$ cat config.mk
export PLATFORM = sky130hd
export DESIGN_NAME = sorted_table_linear_interpolator_core
export DESIGN_NICKNAME = d
export VERILOG_FILES = /design/src/sv/stli_pkg.sv /design/src/sv/stli_ram.sv /design/src/sv/stli_datapath.sv /design/src/sv/stli_ctrl.sv /design/src/sv/sorted_table_linear_interpolator_core.sv
export SDC_FILE = /design/constraint.sdc
export NUM_CORES = 2
export LEC_CHECK = 0
export ABC_AREA = 1
export BUFFER_PORTS_ARGS = -buffer_cell sky130_fd_sc_hd__buf_2
export CAP_MARGIN = 20
export CELL_PAD_IN_SITES_DETAIL_PLACEMENT = 1
export CELL_PAD_IN_SITES_GLOBAL_PLACEMENT = 2
export CORE_MARGIN = 4
export CORE_UTILIZATION = 45
export DETAILED_ROUTE_END_ITERATION = 10
export HOLD_SLACK_MARGIN = 0.12
export PLACE_DENSITY = 0.94
export SYNTH_ARGS = -nofsm -noshare
export SYNTH_HDL_FRONTEND = slang
export SYNTH_SLANG_ARGS = --single-unit
$ cat constraint.sdc
create_clock -name clk -period 29 [get_ports clk]
set_input_delay 1.45 -clock clk [delete_from_list [all_inputs] [get_ports clk]]
set_output_delay 1.45 -clock clk [all_outputs]
set_load 0.05 [all_outputs]
$ cat src/sv/stli_pkg.sv
// Shared types and constants for the sorted table linear interpolator.
// No dependencies; used by every module of the block but stli_ram.
package stli_pkg;

    localparam int unsigned DEFAULT_DEPTH = 16;

    typedef enum logic [1:0] {
        ACT_INSERT = 2'd0,
        ACT_REMOVE = 2'd1,
        ACT_QUERY  = 2'd2,
        ACT_NONE   = 2'd3
    } action_t;

    typedef enum logic [1:0] {
        ST_OK       = 2'd0,
        ST_FULL     = 2'd1,
        ST_OUTSIDE  = 2'd2,
        ST_RESERVED = 2'd3
    } status_t;

    // controller to datapath
    typedef struct packed {
        logic load;       // capture input item
        logic scan_rd;    // issue table read at scan index
        logic scan_eval;  // evaluate read data
        logic shift;      // one shift move step
        logic put;        // write new point
        logic mul_start;
        logic div_start;
        logic finish;     // build result
    } dp_cmd_t;

    // datapath to controller
    typedef struct packed {
        logic scan_last;
        logic shift_done;
        logic mul_done;
        logic div_done;
    } dp_stat_t;

endpackage

$ cat src/sv/stli_ram.sv
// Generic single-port-write, one-read RAM with registered read data.
// No dependencies.
module stli_ram #(
    parameter int unsigned WIDTH = 32,
    parameter int unsigned DEPTH = 16
) (
    input  logic                     clk,
    input  logic                     wr_en,
    input  logic [$clog2(DEPTH)-1:0] wr_addr,
    input  logic [WIDTH-1:0]         wr_data,
    input  logic [$clog2(DEPTH)-1:0] rd_addr,
    output logic [WIDTH-1:0]         rd_data
);
    logic [WIDTH-1:0] mem [DEPTH];

    always_ff @(posedge clk)
    begin
        if (wr_en)
        begin
            mem[wr_addr] <= wr_data;
        end
        rd_data <= mem[rd_addr];
    end
endmodule

$ cat src/sv/stli_datapath.sv
// Datapath: point memories, scan, shift mover, multiplier and divider.
// Depends on stli_pkg and stli_ram.
module stli_datapath #(
    parameter int unsigned DEPTH = stli_pkg::DEFAULT_DEPTH
) (
    input  logic                   clk,
    input  logic                   rst_n,
    input  stli_pkg::dp_cmd_t      cmd,
    output stli_pkg::dp_stat_t     stat,
    input  logic [1:0]             action,
    input  logic [31:0]            key_x,
    input  logic [31:0]            value_y,
    input  logic                   extrapolate_enable,
    output logic [31:0]            result_x,
    output logic [31:0]            result_y,
    output logic [1:0]             status,
    output logic [$clog2(DEPTH+1)-1:0] point_count,
    output logic                   need_shift,
    output logic                   need_put,
    output logic                   need_div
);
    import stli_pkg::*;

    localparam int unsigned AW = $clog2(DEPTH);
    localparam int unsigned CW = $clog2(DEPTH + 1);

    logic [CW-1:0] n_reg;
    logic [1:0]    act_reg;
    logic [31:0]   kx_reg;
    logic [31:0]   ky_reg;
    logic [CW-1:0] idx_reg;   // scan index
    logic [CW-1:0] rdi_reg;   // index of data arriving
    logic          found_reg;
    logic [CW-1:0] fidx_reg;  // matching index
    logic          gt_reg;
    logic [CW-1:0] pos_reg;   // first index with x > key
    logic signed [31:0] lox_reg, loy_reg, hix_reg, hiy_reg; // lower/upper neighbors
    logic signed [31:0] p0x_reg, p0y_reg, p1x_reg, p1y_reg; // first two
    logic signed [31:0] pax_reg, pay_reg, pbx_reg, pby_reg; // last two
    logic [CW-1:0] mv_reg;    // shift cursor
    logic          mvph_reg;  // 0 read, 1 write

    logic [31:0] x_rd, y_rd;
    logic        wr_en;
    logic [AW-1:0] wr_addr, rd_addr;
    logic [31:0] wx_data, wy_data;

    stli_ram #(.WIDTH(32), .DEPTH(DEPTH)) u_xs (
        .clk(clk), .wr_en(wr_en), .wr_addr(wr_addr), .wr_data(wx_data),
        .rd_addr(rd_addr), .rd_data(x_rd));
    stli_ram #(.WIDTH(32), .DEPTH(DEPTH)) u_ys (
        .clk(clk), .wr_en(wr_en), .wr_addr(wr_addr), .wr_data(wy_data),
        .rd_addr(rd_addr), .rd_data(y_rd));

    // shift direction: insert moves up from top, remove moves down
    logic is_ins;
    assign is_ins = (act_reg == ACT_INSERT);

    always_comb
    begin
        rd_addr = idx_reg[AW-1:0];
        if (cmd.shift)
        begin
            rd_addr = is_ins ? AW'(mv_reg - CW'(1)) : AW'(mv_reg + CW'(1));
        end
        wr_en   = 1'b0;
        wr_addr = AW'(mv_reg);
        wx_data = x_rd;
        wy_data = y_rd;
        if (cmd.shift && mvph_reg)
        begin
            wr_en = 1'b1;
        end
        if (cmd.put)
        begin
            wr_en = 1'b1;
            wr_addr = found_reg ? AW'(fidx_reg) : AW'(pos_reg);
            wx_data = kx_reg;
            wy_data = ky_reg;
        end
    end

    // lower exists when the first point is <= key
    logic lo_any;
    assign lo_any = !gt_reg || (pos_reg != '0);

    // table status decisions
    logic full;
    assign full = (n_reg == CW'(DEPTH));
    always_comb
    begin
        need_put   = 1'b0;
        need_shift = 1'b0;
        need_div   = 1'b0;
        case (act_reg)
            ACT_INSERT:
            begin
                need_put   = found_reg || !full;
                need_shift = !found_reg && !full && (pos_reg != n_reg);
            end
            ACT_REMOVE:
            begin
                need_shift = found_reg && (fidx_reg + CW'(1) < n_reg);
            end
            ACT_QUERY:
            begin
                need_div = (n_reg >= CW'(2)) && !found_reg &&
                           (extrapolate_enable || (gt_reg && lo_any));
            end
            default: ;
        endcase
    end

    assign stat.scan_last  = (idx_reg + CW'(1) >= n_reg);
    assign stat.shift_done = is_ins ? (mv_reg == pos_reg + CW'(1) && mvph_reg)
                                    : (mv_reg + CW'(2) == n_reg && mvph_reg);

    // scan and shift registers
    logic signed [31:0] xs;
    assign xs = $signed(x_rd);
    always_ff @(posedge clk or negedge rst_n)
    begin
        if (!rst_n)
        begin
            n_reg     <= '0;
            idx_reg   <= '0;
            mvph_reg  <= 1'b0;
            found_reg <= 1'b0;
            gt_reg    <= 1'b0;
        end
        else
        begin
            if (cmd.load)
            begin
                act_reg   <= action;
                kx_reg    <= key_x;
                ky_reg    <= value_y;
                idx_reg   <= '0;
                found_reg <= 1'b0;
                gt_reg    <= 1'b0;
                pos_reg   <= n_reg;
                fidx_reg  <= '0;
                mvph_reg  <= 1'b0;
            end
            if (cmd.scan_rd)
            begin
                rdi_reg <= idx_reg;
                idx_reg <= idx_reg + CW'(1);
            end
            if (cmd.scan_eval)
            begin
                if (xs == $signed(kx_reg))
                begin
                    found_reg <= 1'b1;
                    fidx_reg  <= rdi_reg;
                end
                if (xs <= $signed(kx_reg))
                begin
                    lox_reg <= xs;
                    loy_reg <= $signed(y_rd);
                end
                else if (!gt_reg)
                begin
                    gt_reg  <= 1'b1;
                    pos_reg <= rdi_reg;
                    hix_reg <= xs;
                    hiy_reg <= $signed(y_rd);
                end
                if (rdi_reg == '0)
                begin
                    p0x_reg <= xs;
                    p0y_reg <= $signed(y_rd);
                end
                if (rdi_reg == CW'(1))
                begin
                    p1x_reg <= xs;
                    p1y_reg <= $signed(y_rd);
                end
                pax_reg <= pbx_reg;
                pay_reg <= pby_reg;
                pbx_reg <= xs;
                pby_reg <= $signed(y_rd);
                // cursor start for a shift
                mv_reg <= is_ins ? n_reg : fidx_reg;
            end
            if (cmd.shift)
            begin
                mvph_reg <= !mvph_reg;
                if (mvph_reg)
                begin
                    mv_reg <= is_ins ? mv_reg - CW'(1) : mv_reg + CW'(1);
                end
            end
            if (cmd.finish)
            begin
                if (act_reg == ACT_INSERT && !found_reg && !full)
                begin
                    n_reg <= n_reg + CW'(1);
                end
                if (act_reg == ACT_REMOVE && found_reg)
                begin
                    n_reg <= n_reg - CW'(1);
                end
            end
        end
    end

    // remove cursor: the eval after the match copies the registered match
    // index; a match at the last entry needs no shift at all

    // segment selection and operands
    logic signed [31:0] sax, say, sbx, sby;
    always_comb
    begin
        if (gt_reg && !lo_any)
        begin
            sax = p0x_reg; say = p0y_reg; sbx = p1x_reg; sby = p1y_reg;
        end
        else if (!gt_reg)
        begin
            sax = pax_reg; say = pay_reg; sbx = pbx_reg; sby = pby_reg;
        end
        else
        begin
            sax = lox_reg; say = loy_reg; sbx = hix_reg; sby = hiy_reg;
        end
    end

    logic signed [32:0] dxq, dy, dx;
    assign dxq = 33'(signed'(kx_reg)) - 33'(sax);
    assign dy  = 33'(sby) - 33'(say);
    assign dx  = 33'(sbx) - 33'(sax);

    // multiplier: 33x33 magnitude as four 17x17 partials, one per cycle
    logic [32:0] ma_reg, mb_reg, d_reg;
    logic        neg_reg;
    logic signed [31:0] y0_reg;
    logic [65:0] prod_reg;
    logic [2:0]  mstep_reg;
    logic        mbusy_reg;
    logic [16:0] pa, pb;
    logic [33:0] pp;
    always_comb
    begin
        pa = mstep_reg[1] ? {1'b0, ma_reg[32:17]} : ma_reg[16:0];
        pb = mstep_reg[0] ? {1'b0, mb_reg[32:17]} : mb_reg[16:0];
        pp = 34'(pa) * 34'(pb);
    end
    logic [5:0] sh;
    assign sh = 6'(17 * (32'(mstep_reg[1]) + 32'(mstep_reg[0])));

    always_ff @(posedge clk or negedge rst_n)
    begin
        if (!rst_n)
        begin
            mbusy_reg <= 1'b0;
            mstep_reg <= '0;
        end
        else if (cmd.mul_start)
        begin
            ma_reg    <= dxq[32] ? 33'(-dxq) : 33'(dxq);
            mb_reg    <= dy[32] ? 33'(-dy) : 33'(dy);
            d_reg     <= 33'(dx);
            neg_reg   <= dxq[32] ^ dy[32];
            y0_reg    <= say;
            prod_reg  <= '0;
            mstep_reg <= '0;
            mbusy_reg <= 1'b1;
        end
        else if (mbusy_reg)
        begin
            prod_reg  <= prod_reg + (66'(pp) << sh);
            mstep_reg <= mstep_reg + 3'd1;
            if (mstep_reg == 3'd3)
            begin
                mbusy_reg <= 1'b0;
            end
        end
    end
    assign stat.mul_done = !mbusy_reg && (mstep_reg == 3'd4);

    // restoring divider, one quotient bit a cycle, quotient clamped
    localparam logic [41:0] QCAP = 42'h100_0000_0000;
    logic [65:0] dvd_reg;
    logic [33:0] rem_reg;
    logic [41:0] q_reg;
    logic [6:0]  dcnt_reg;
    logic        dbusy_reg;
    logic [33:0] rtry;
    logic [41:0] qn;
    assign rtry = {rem_reg[32:0], dvd_reg[65]};
    always_comb
    begin
        qn = {q_reg[40:0], 1'b0};
        if (rtry >= 34'(d_reg))
        begin
            qn[0] = 1'b1;
        end
        if (qn > QCAP)
        begin
            qn = QCAP;
        end
    end
    always_ff @(posedge clk or negedge rst_n)
    begin
        if (!rst_n)
        begin
            dbusy_reg <= 1'b0;
            dcnt_reg  <= '0;
        end
        else if (cmd.div_start)
        begin
            dvd_reg   <= prod_reg;
            rem_reg   <= '0;
            q_reg     <= '0;
            dcnt_reg  <= 7'd66;
            dbusy_reg <= 1'b1;
        end
        else if (dbusy_reg)
        begin
            dvd_reg <= {dvd_reg[64:0], 1'b0};
            rem_reg <= (rtry >= 34'(d_reg)) ? rtry - 34'(d_reg) : rtry;
            q_reg   <= qn;
            dcnt_reg <= dcnt_reg - 7'd1;
            if (dcnt_reg == 7'd1)
            begin
                dbusy_reg <= 1'b0;
            end
        end
    end
    assign stat.div_done = !dbusy_reg && (dcnt_reg == '0);

    // saturated result
    logic signed [43:0] sum;
    assign sum = neg_reg ? 44'(y0_reg) - 44'(signed'({1'b0, q_reg}))
                         : 44'(y0_reg) + 44'(signed'({1'b0, q_reg}));

    always_ff @(posedge clk)
    begin
        if (cmd.finish)
        begin
            result_x <= kx_reg;
            result_y <= '0;
            status   <= ST_OK;
            if (act_reg == ACT_INSERT && !found_reg && full)
            begin
                status <= ST_FULL;
            end
            if (act_reg == ACT_QUERY)
            begin
                if (n_reg == CW'(1))
                begin
                    result_x <= p0x_reg;
                    result_y <= p0y_reg;
                end
                else if (n_reg >= CW'(2))
                begin
                    if (found_reg)
                    begin
                        result_y <= (fidx_reg == '0) ? p0y_reg : loy_reg;
                    end
                    else if (!need_div)
                    begin
                        status <= ST_OUTSIDE;
                    end
                    else if (sum > 44'sd2147483647)
                    begin
                        result_y <= 32'h7FFF_FFFF;
                    end
                    else if (sum < -44'sd2147483648)
                    begin
                        result_y <= 32'h8000_0000;
                    end
                    else
                    begin
                        result_y <= sum[31:0];
                    end
                end
            end
        end
    end

    always_ff @(posedge clk or negedge rst_n)
    begin
        if (!rst_n)
        begin
            point_count <= '0;
        end
        else if (cmd.finish)
        begin
            point_count <= n_reg;
            if (act_reg == ACT_INSERT && !found_reg && !full)
            begin
                point_count <= n_reg + CW'(1);
            end
            if (act_reg == ACT_REMOVE && found_reg)
            begin
                point_count <= n_reg - CW'(1);
            end
        end
    end
endmodule

$ cat src/sv/stli_ctrl.sv
// Controller state machine sequencing scan, shift, write, multiply, divide.
// Depends on stli_pkg.
module stli_ctrl (
    input  logic               clk,
    input  logic               rst_n,
    input  logic               in_valid,
    output logic               in_stall,
    output logic               out_valid,
    input  logic               out_stall,
    input  logic               has_points,
    input  logic               need_shift,
    input  logic               need_put,
    input  logic               need_div,
    input  stli_pkg::dp_stat_t stat,
    output stli_pkg::dp_cmd_t  cmd
);
    import stli_pkg::*;

    typedef enum logic [9:0] {
        S_IDLE  = 10'b0000000001,
        S_RD    = 10'b0000000010,
        S_EVAL  = 10'b0000000100,
        S_DEC   = 10'b0000001000,
        S_SHIFT = 10'b0000010000,
        S_PUT   = 10'b0000100000,
        S_MUL   = 10'b0001000000,
        S_DIV   = 10'b0010000000,
        S_FIN   = 10'b0100000000,
        S_OUT   = 10'b1000000000
    } state_t;

    state_t state_reg, state_next;
    logic   last_reg;
    logic   first_reg;

    always_comb
    begin
        state_next = state_reg;
        cmd = '0;
        case (state_reg)
            S_IDLE:
            begin
                if (in_valid)
                begin
                    cmd.load = 1'b1;
                    // empty table: no scan, straight to the decision
                    state_next = has_points ? S_RD : S_DEC;
                end
            end
            S_RD:
            begin
                cmd.scan_rd = 1'b1;
                state_next = S_EVAL;
            end
            S_EVAL:
            begin
                cmd.scan_eval = 1'b1;
                state_next = last_reg ? S_DEC : S_RD;
            end
            S_DEC:
            begin
                if (need_shift)
                begin
                    state_next = S_SHIFT;
                end
                else if (need_put)
                begin
                    state_next = S_PUT;
                end
                else if (need_div)
                begin
                    cmd.mul_start = 1'b1;
                    state_next = S_MUL;
                end
                else
                begin
                    state_next = S_FIN;
                end
            end
            S_SHIFT:
            begin
                cmd.shift = 1'b1;
                if (stat.shift_done)
                begin
                    state_next = need_put ? S_PUT : S_FIN;
                end
            end
            S_PUT:
            begin
                cmd.put = 1'b1;
                state_next = S_FIN;
            end
            S_MUL:
            begin
                if (stat.mul_done && !first_reg)
                begin
                    cmd.div_start = 1'b1;
                    state_next = S_DIV;
                end
            end
            S_DIV:
            begin
                if (stat.div_done && !first_reg)
                begin
                    state_next = S_FIN;
                end
            end
            S_FIN:
            begin
                cmd.finish = 1'b1;
                state_next = S_OUT;
            end
            S_OUT:
            begin
                if (!out_stall)
                begin
                    state_next = S_IDLE;
                end
            end
            default: state_next = S_IDLE;
        endcase
    end

    always_ff @(posedge clk or negedge rst_n)
    begin
        if (!rst_n)
        begin
            state_reg <= S_IDLE;
            last_reg  <= 1'b0;
            first_reg <= 1'b0;
        end
        else
        begin
            state_reg <= state_next;
            first_reg <= cmd.mul_start || cmd.div_start;
            if (cmd.scan_rd)
            begin
                last_reg <= stat.scan_last;
            end
        end
    end

    assign in_stall  = (state_reg != S_IDLE);
    assign out_valid = (state_reg == S_OUT);
endmodule

$ cat src/sv/sorted_table_linear_interpolator_core.sv
// Top level of the sorted breakpoint table with linear interpolation.
// Depends on stli_pkg, stli_ctrl, stli_datapath, stli_ram.
//
//  Channel | Handshake           | Payload
//  --------+---------------------+-----------------------------------------
//  in      | in_valid/in_stall   | action, key_x, value_y
//  out     | out_valid/out_stall | result_x, result_y, status, point_count
//  cfg     | cfg_valid/cfg_ready | cfg_data (extrapolate_enable)
//
// One item at a time. The scan reads each stored point with a read state and
// an evaluate state, a shift move reads then writes each entry through the single
// RAM read port, and an interpolating query adds a multiply and a divide;
// the block takes a new item once its result is transferred.
// Reset clears count, state and sets extrapolation on; RAMs need none.
module sorted_table_linear_interpolator_core #(
    parameter int unsigned TABLE_DEPTH = stli_pkg::DEFAULT_DEPTH
) (
    input  logic        clk,
    input  logic        rst_n,
    input  logic        in_valid,
    output logic        in_stall,
    input  logic [1:0]  action,
    input  logic [31:0] key_x,
    input  logic [31:0] value_y,
    output logic        out_valid,
    input  logic        out_stall,
    output logic [31:0] result_x,
    output logic [31:0] result_y,
    output logic [1:0]  status,
    output logic [4:0]  point_count,
    input  logic        cfg_valid,
    output logic        cfg_ready,
    input  logic        cfg_data
);
    import stli_pkg::*;

    localparam int unsigned CW = $clog2(TABLE_DEPTH + 1);

    dp_cmd_t  cmd;
    dp_stat_t stat;
    logic     need_shift, need_put, need_div;
    logic     extrap_reg;
    logic [CW-1:0] cnt;

    // configuration register
    assign cfg_ready = 1'b1;
    always_ff @(posedge clk or negedge rst_n)
    begin
        if (!rst_n)
        begin
            extrap_reg <= 1'b1;
        end
        else if (cfg_valid && cfg_ready)
        begin
            extrap_reg <= cfg_data;
        end
    end

    stli_ctrl u_ctrl (
        .clk(clk), .rst_n(rst_n),
        .in_valid(in_valid), .in_stall(in_stall),
        .out_valid(out_valid), .out_stall(out_stall),
        .has_points(cnt != '0),
        .need_shift(need_shift), .need_put(need_put), .need_div(need_div),
        .stat(stat), .cmd(cmd));

    stli_datapath #(.DEPTH(TABLE_DEPTH)) u_dp (
        .clk(clk), .rst_n(rst_n), .cmd(cmd), .stat(stat),
        .action(action), .key_x(key_x), .value_y(value_y),
        .extrapolate_enable(extrap_reg),
        .result_x(result_x), .result_y(result_y), .status(status),
        .point_count(cnt),
        .need_shift(need_shift), .need_put(need_put), .need_div(need_div));

    assign point_count = 5'(cnt);

`ifndef SYNTHESIS
    a_out_hold: assert property (@(posedge clk) disable iff (!rst_n)
        out_valid && out_stall |=> out_valid && $stable(result_y))
        else $error("result changed while stalled");
    a_one_item: assert property (@(posedge clk) disable iff (!rst_n)
        out_valid |-> in_stall)
        else $error("input taken while result pending");
    a_count_range: assert property (@(posedge clk) disable iff (!rst_n)
        32'(cnt) <= TABLE_DEPTH)
        else $error("point count beyond depth");
`endif
endmodule

==> Word-level counts from Yosys, hierarchy flattened <==
Memories as Yosys holds them, arrays and structs flattened. A register that Yosys moved wholly into a read port is not among the register bits.
Index checks and enable logic that the tools add are counted.
{ "totals": {"ff_bits": 914, "ramBits": 1024, "out_inout_bits": 74, "memories": 2} }
{ "memory_table": {"columns": ["name", "depth", "width", "rd", "rd_ports_with_merged_regs", "wr", "line", "rtl"], "rows": [
  ["u_dp.u_xs.mem", 16, 32, 1, 1, 1, "stli_ram.sv:14", "logic [WIDTH-1:0] mem [DEPTH];"],
  ["u_dp.u_ys.mem", 16, 32, 1, 1, 1, "stli_ram.sv:14", null]
]} }
{ "classes": {"multipliers": 2, "n_addsub": 20, "shift": 1, "bitwise_logic": 3, "muxes": 110, "n_reduce_logical": 52, "magnitude_cmp": 8, "n_eq_ne": 28} }
{ "ops": {"columns": ["cell", "n"], "rows": [
  ["two-way mux 32 bit", 21],
  ["two-way mux 66 bit", 3],
  ["one-hot mux 10 bit (10 select lines)", 1],
  ["subtractor 32 x 32 -> 33 bit", 3],
  ["two-way mux 42 bit", 2],
  ["two-way mux 5 bit", 16],
  ["two-way mux 34 bit", 2],
  ["adder 66 bit", 1],
  ["negation 33 bit", 2],
  ["left shift 34 x 6 -> 66 bit", 1],
  ["two-way mux 10 bit", 6],
  ["adder 32 x 43 -> 44 bit", 1],
  ["> comparator 44 x 32 -> 1 bit, second input constant", 1],
  ["less-than comparator 44 x 32 -> 1 bit, second input constant", 1],
  ["two-way mux 44 bit", 1],
  ["subtractor 32 x 43 -> 44 bit", 1],
  ["> comparator 42 x 41 -> 1 bit, second input constant", 1],
  ["two-way mux 1 bit", 37],
  ["greater-or-equal comparator 34 x 33 -> 1 bit", 1],
  ["multiplier 17 x 17 -> 34 bit", 1],
  ["two-way mux 17 bit", 2],
  ["subtractor 34 x 33 -> 34 bit", 1],
  ["equality test 32 bit", 1],
  ["<= comparator 32 bit", 1],
  ["52 further kinds", 116]
]} }

==> Longest topological paths before layout <==
{ "depth": {"word_depth": 11, "depth_mapped": 52, "depth_no_buf": 49} }

==> Cells and area by module <==
Synthesis repeated with hierarchy kept, for this count alone.
{ "unflattened": {"hier_cells": 12597, "area_unflattened_um2": 113368.7} }
{ "by_module_without_submodules": {"columns": ["mod", "area_per_inst_um2", "n_inst", "seq_area_each_um2", "cells_per_inst"], "rows": [
  ["stli_datapath", 67045.6, 1, 26900.8, 8225],
  ["stli_ram", 22730.6, 2, 16015.4, 2120],
  ["stli_ctrl", 795.8, 1, 301.5, 122],
  ["sorted_table_linear_interpolator_core", 66.3, 1, 26.3, 10]
]} }

==> Worst setup path after synthesis <==
No wires, ideal clock.
{ "synth_path": {"kind": "input port to flip-flop", "start": "input port rst_n", "end": "register u_dp.p0x_reg[0] (enable)", "stages": 4, "n_path_buf": 0, "t_arrival_ps": 11889, "setup_slack_ps": 16546, "required_time_ps": 28435, "cell_sequence": "inv_1 -> nor2_1 -> inv_1 -> nor3_1"} }
{ "synth_between": {"elab_chain_len": 1} }
{ "synth_rtl": {"columns": ["item", "line", "rtl"], "rows": [
  ["from (decl)", "sorted_table_linear_interpolator_core.sv:19", "input logic rst_n,"],
  ["AND reduction 3 bit (no source line)", null, null],
  ["to (signal assigned)", "stli_datapath.sv:171", "p0x_reg <= xs;"],
  ["to (decl)", "stli_datapath.sv:38", "logic signed [31:0] p0x_reg, p0y_reg, p1x_reg, p1y_reg;"]
]} }
No other way between the ends.
A chain may end at the register's enable or synchronous reset.

==> Worst setup path in the final report <==
{ "layout_path": {"start": "register u_dp.mstep_reg[1]", "end": "register u_dp.prod_reg[52] (data pin)"} }
{ "layout_between": {"elab_chain_len": 5, "word_cells_on_any_way": 7, "cone_classes": "2 x add/sub; 2 x mul; 1 x shift; 2 x mux"} }
{ "layout_rtl": {"columns": ["item", "line", "rtl"], "rows": [
  ["from (decl)", "stli_datapath.sv:239", "logic [2:0] mstep_reg;"],
  ["from (signal assigned)", "stli_datapath.sv:273", "mstep_reg <= mstep_reg + 3'd1;"],
  ["adder 1 x 1 -> 2 bit or two-way mux 17 bit (tied branches)", "stli_datapath.sv:250, stli_datapath.sv:245", null],
  ["multiplier 5 x 32 -> 6 bit or multiplier 17 x 17 -> 34 bit (tied branches)", "stli_datapath.sv:250, stli_datapath.sv:247", null],
  ["left shift 34 x 6 -> 66 bit (*)", "stli_datapath.sv:272", "prod_reg <= prod_reg + (66'(pp) << sh);"],
  ["adder 66 bit (*)", "stli_datapath.sv:272", null],
  ["two-way mux 66 bit (*)", "stli_datapath.sv:270", "else if (mbusy_reg)"],
  ["to (signal assigned)", "stli_datapath.sv:272", null],
  ["to (decl)", "stli_datapath.sv:238", "logic [65:0] prod_reg;"]
]} }
Every way passes the cells marked *; elsewhere a longest branch is shown, timed or not.

==> results.txt <==
Largest stage delay on the critical path - 720 ps
CP max stage cell - dfrtp_1
Drc violations - 0
Top cells by count, synth - nand2_1 (2388), edfxtp_1 (1899), inv_1 (1773)
Sequential area share after synthesis - 53.68%
GRT met1 Usage - 36.65%
Hold buffer count at cts - 0
Worst skew pair latency - 920 ps
Slew headroom - 22.75%
Post-CTS setup repair buffer count - 0
Fill count - 27080
Met2 Usage GRT - 51.33%
WL per Instance - 25.45 um
Die outline height - 503.3 um
CTS Buf Count - 209
Grt met3 use - 3.945%
Number of global-route vias before repair - 90790
Buf/Inv on CP - 8
Share of cells above drive strength 1 - 6.943%
Top post-synthesis cells by area - edfxtp_1 (52%), nand2_1 (8.1%), inv_1 (6.0%)
Largest area contributor in the netlist - edfxtp_1
Nets@finish - 12180
IO Count - 146
First-pass GRT wire length - 566500 um
Antenna violations before repair - 18
F_max - 0.08985 GHz
Outcome - completed
Final Critical Period - 11130 ps
Mean Syn Cell Area - 9.672 um^2
Synth Register Bits - 2001
Clock Path Buffers - 3
Via/cell ratio - 5.763
CP Class - register to register
Synth cell types - 76
Number of synthesized flops with an enable pin - 1899
Element type at the critical path start - register
Routability Congestion - 0.9759
Number of port buffers - 144
Syn_nets - 12120
Final hold vios - 0
Post_cts resized - 0
Top flop regs - u_dp.u_xs.mem x512, u_dp.u_ys.mem x512
Req. time, crit path - 29640 ps
Syn Std Cell Area - 110400 um^2
Synth Warn # - 0
Overflow after GRT - 0
H-tree depth - 4
Setup violations, final - 0
P&R area growth vs syn - 10.47%
Top cell family by delay on the critical path - adder cells
Max-cap violations - 0
Crit path max fanout - 19
Sum Neg Setup Slack - 0 ps
Core area - 243700 um^2
Synth async-reset ratio - 1.899%
Clk sinks - 2001
Arrival time worst endpoint - 11770 ps
Root Driver - clkbuf_16
Slew Limit Fails - 0
Detailed Place HPWL - 264700 um
Starting Density - 45.30%
Least-Margin Pin Slew - 1147 ps
Cell with the most instances after synthesis - nand2_1
Die area - 253300 um^2
Vias after detailed routing - 85620
Largest net degree at the start of global routing - 110
Min-Delay Path Class - register to register
Row count - 181
Top FF cell, synth - edfxtp_1
Period Utilization, post-route - 38.38%
GRT Total Usage - 29.44%
CTS tree - built
Die width - 503.3 um
DR iter-0 viols - 7575
First-pass detailed-route iteration total - 6
CP endpoint kind - register
Synth top area share - 51.66%
Post-Syn Instances - 11410
Total wire length after detailed routing - 378100 um
Top cell by count, worst path - inv_1
Setup Skew - 95.11 ps
Post-route ant nets - 0
Clock transition at the registers of the reported paths - 70 ps
Unrepaired setup endpoints after global routing - false
GRT Max-Usage Layer - met2
## cells by family after synthesis
group                      Yosys count  share of synthesized area [%]
and+or+nand+nor                   4111                          15.27
buffers and inverters             2230                          7.732
xor gates and xnor gates           319                          2.551
muxes                               65                         0.6630
AOI/OAI and AO/OA                 2049                          11.30
other                                1                       0.003397
adders and majority gates          638                          8.795
DFF                               2001                          53.68
## worst register-to-register path, delay by kind of cell (launching register included)
kind	cells	cell delay [ps]
compound gates	9	2390
xor+xnor	2	390
fa+ha+maj	8	3810
buf+inv	8	1390
flops	1	720
simple gates	10	2180
## path summary, 6_finish.rpt
| kind | endpoint | slack (ps) | depth (start not counted) | startpoint |
|---|---|---|---|---|
| max | u_dp.prod_reg[52]$_SDFFCE_PP0P_ | 17870 | 37 | u_dp.mstep_reg[1]$_DFFE_PN0P_ |
| min | u_dp.pax_reg[3]$_DFFE_PP_ | 430 | 0 | u_dp.pbx_reg[3]$_DFFE_PP_ |
| max reg2reg | u_dp.prod_reg[52]$_SDFFCE_PP0P_ | 17870 | 37 | u_dp.mstep_reg[1]$_DFFE_PN0P_ |
| min reg2reg | u_dp.pax_reg[3]$_DFFE_PP_ | 430 | 0 | u_dp.pbx_reg[3]$_DFFE_PP_ |
| max in group asynchronous | u_dp.mstep_reg[1]$_DFFE_PN0P_ | 26770 | 2 | rst_n |
| min in group asynchronous | u_dp.point_count[2]$_DFFE_PN0P_ | 600 | 1 | rst_n |
## final cells by class
| class | count | area (um^2) | share of cell area, % |
|---|---|---|---|
| Sequential cell | 2001 | 59260 | 48.60 |
| Timing Repair Buffer | 281 | 1774 | 1.455 |
| Clock inverter | 111 | 1593 | 1.306 |
| Multi-Input combinational cell | 7183 | 42840 | 35.13 |
| Inverter | 1795 | 6756 | 5.540 |
| Antenna cell | 2 | 5.005 | 0.004104 |
| Tap cell | 3202 | 4006 | 3.285 |
| Clock buffer | 281 | 5710 | 4.682 |
## metrics by stage
stage | hold slack (ps) | setup slack (ps) | utilization, % | std cells | cell area, um^2
2_1_floorplan | 426.8 | 16550 | - | 11410 | 110400
3_3_place_gp | 427.9 | 17850 | 47.02 | 14460 | 114600
3_5_place_dp | 433.2 | 17760 | 47.03 | 14460 | 114600
4_1_cts | 432.5 | 17750 | 50.03 | 14850 | 121900
5_1_grt | 435.7 | 17130 | 50.05 | 14850 | 121900
6_report | 426.5 | 17870 | 50.05 | 14860 | 122000
## cell usage in the layout, fill, tap and decap left out, types with 74 or more instances in the layout
cell | netlist | routed
nand2_1 | 2388 | 2388
edfxtp_1 | 1899 | 1899
inv_1 | 1773 | 1769
nor2_1 | 878 | 854
o21ai_0 | 601 | 578
nand3_1 | 567 | 566
a21oi_1 | 543 | 543
o211ai_1 | 475 | 475
ha_1 | 408 | 408
fa_1 | 230 | 230
xor2_1 | 214 | 214
clkbuf_16 | 0 | 209
buf_2 | 114 | 143
buf_4 | 1 | 135
a31oi_1 | 127 | 127
xnor2_1 | 102 | 102
o221ai_1 | 83 | 83
nand4_1 | 74 | 74
## per-layer routing
layer / vias to the layer above / routed length [um]
li1: 38750 / -
met2: 2887 / 188100
met3: 851 / 21690
met5: - / 82
met1: 43120 / 150000
met4: 12 / 18290
Power is not shown: default switching activity piles up to over one toggle a cycle in this logic, so the estimate is an artifact.
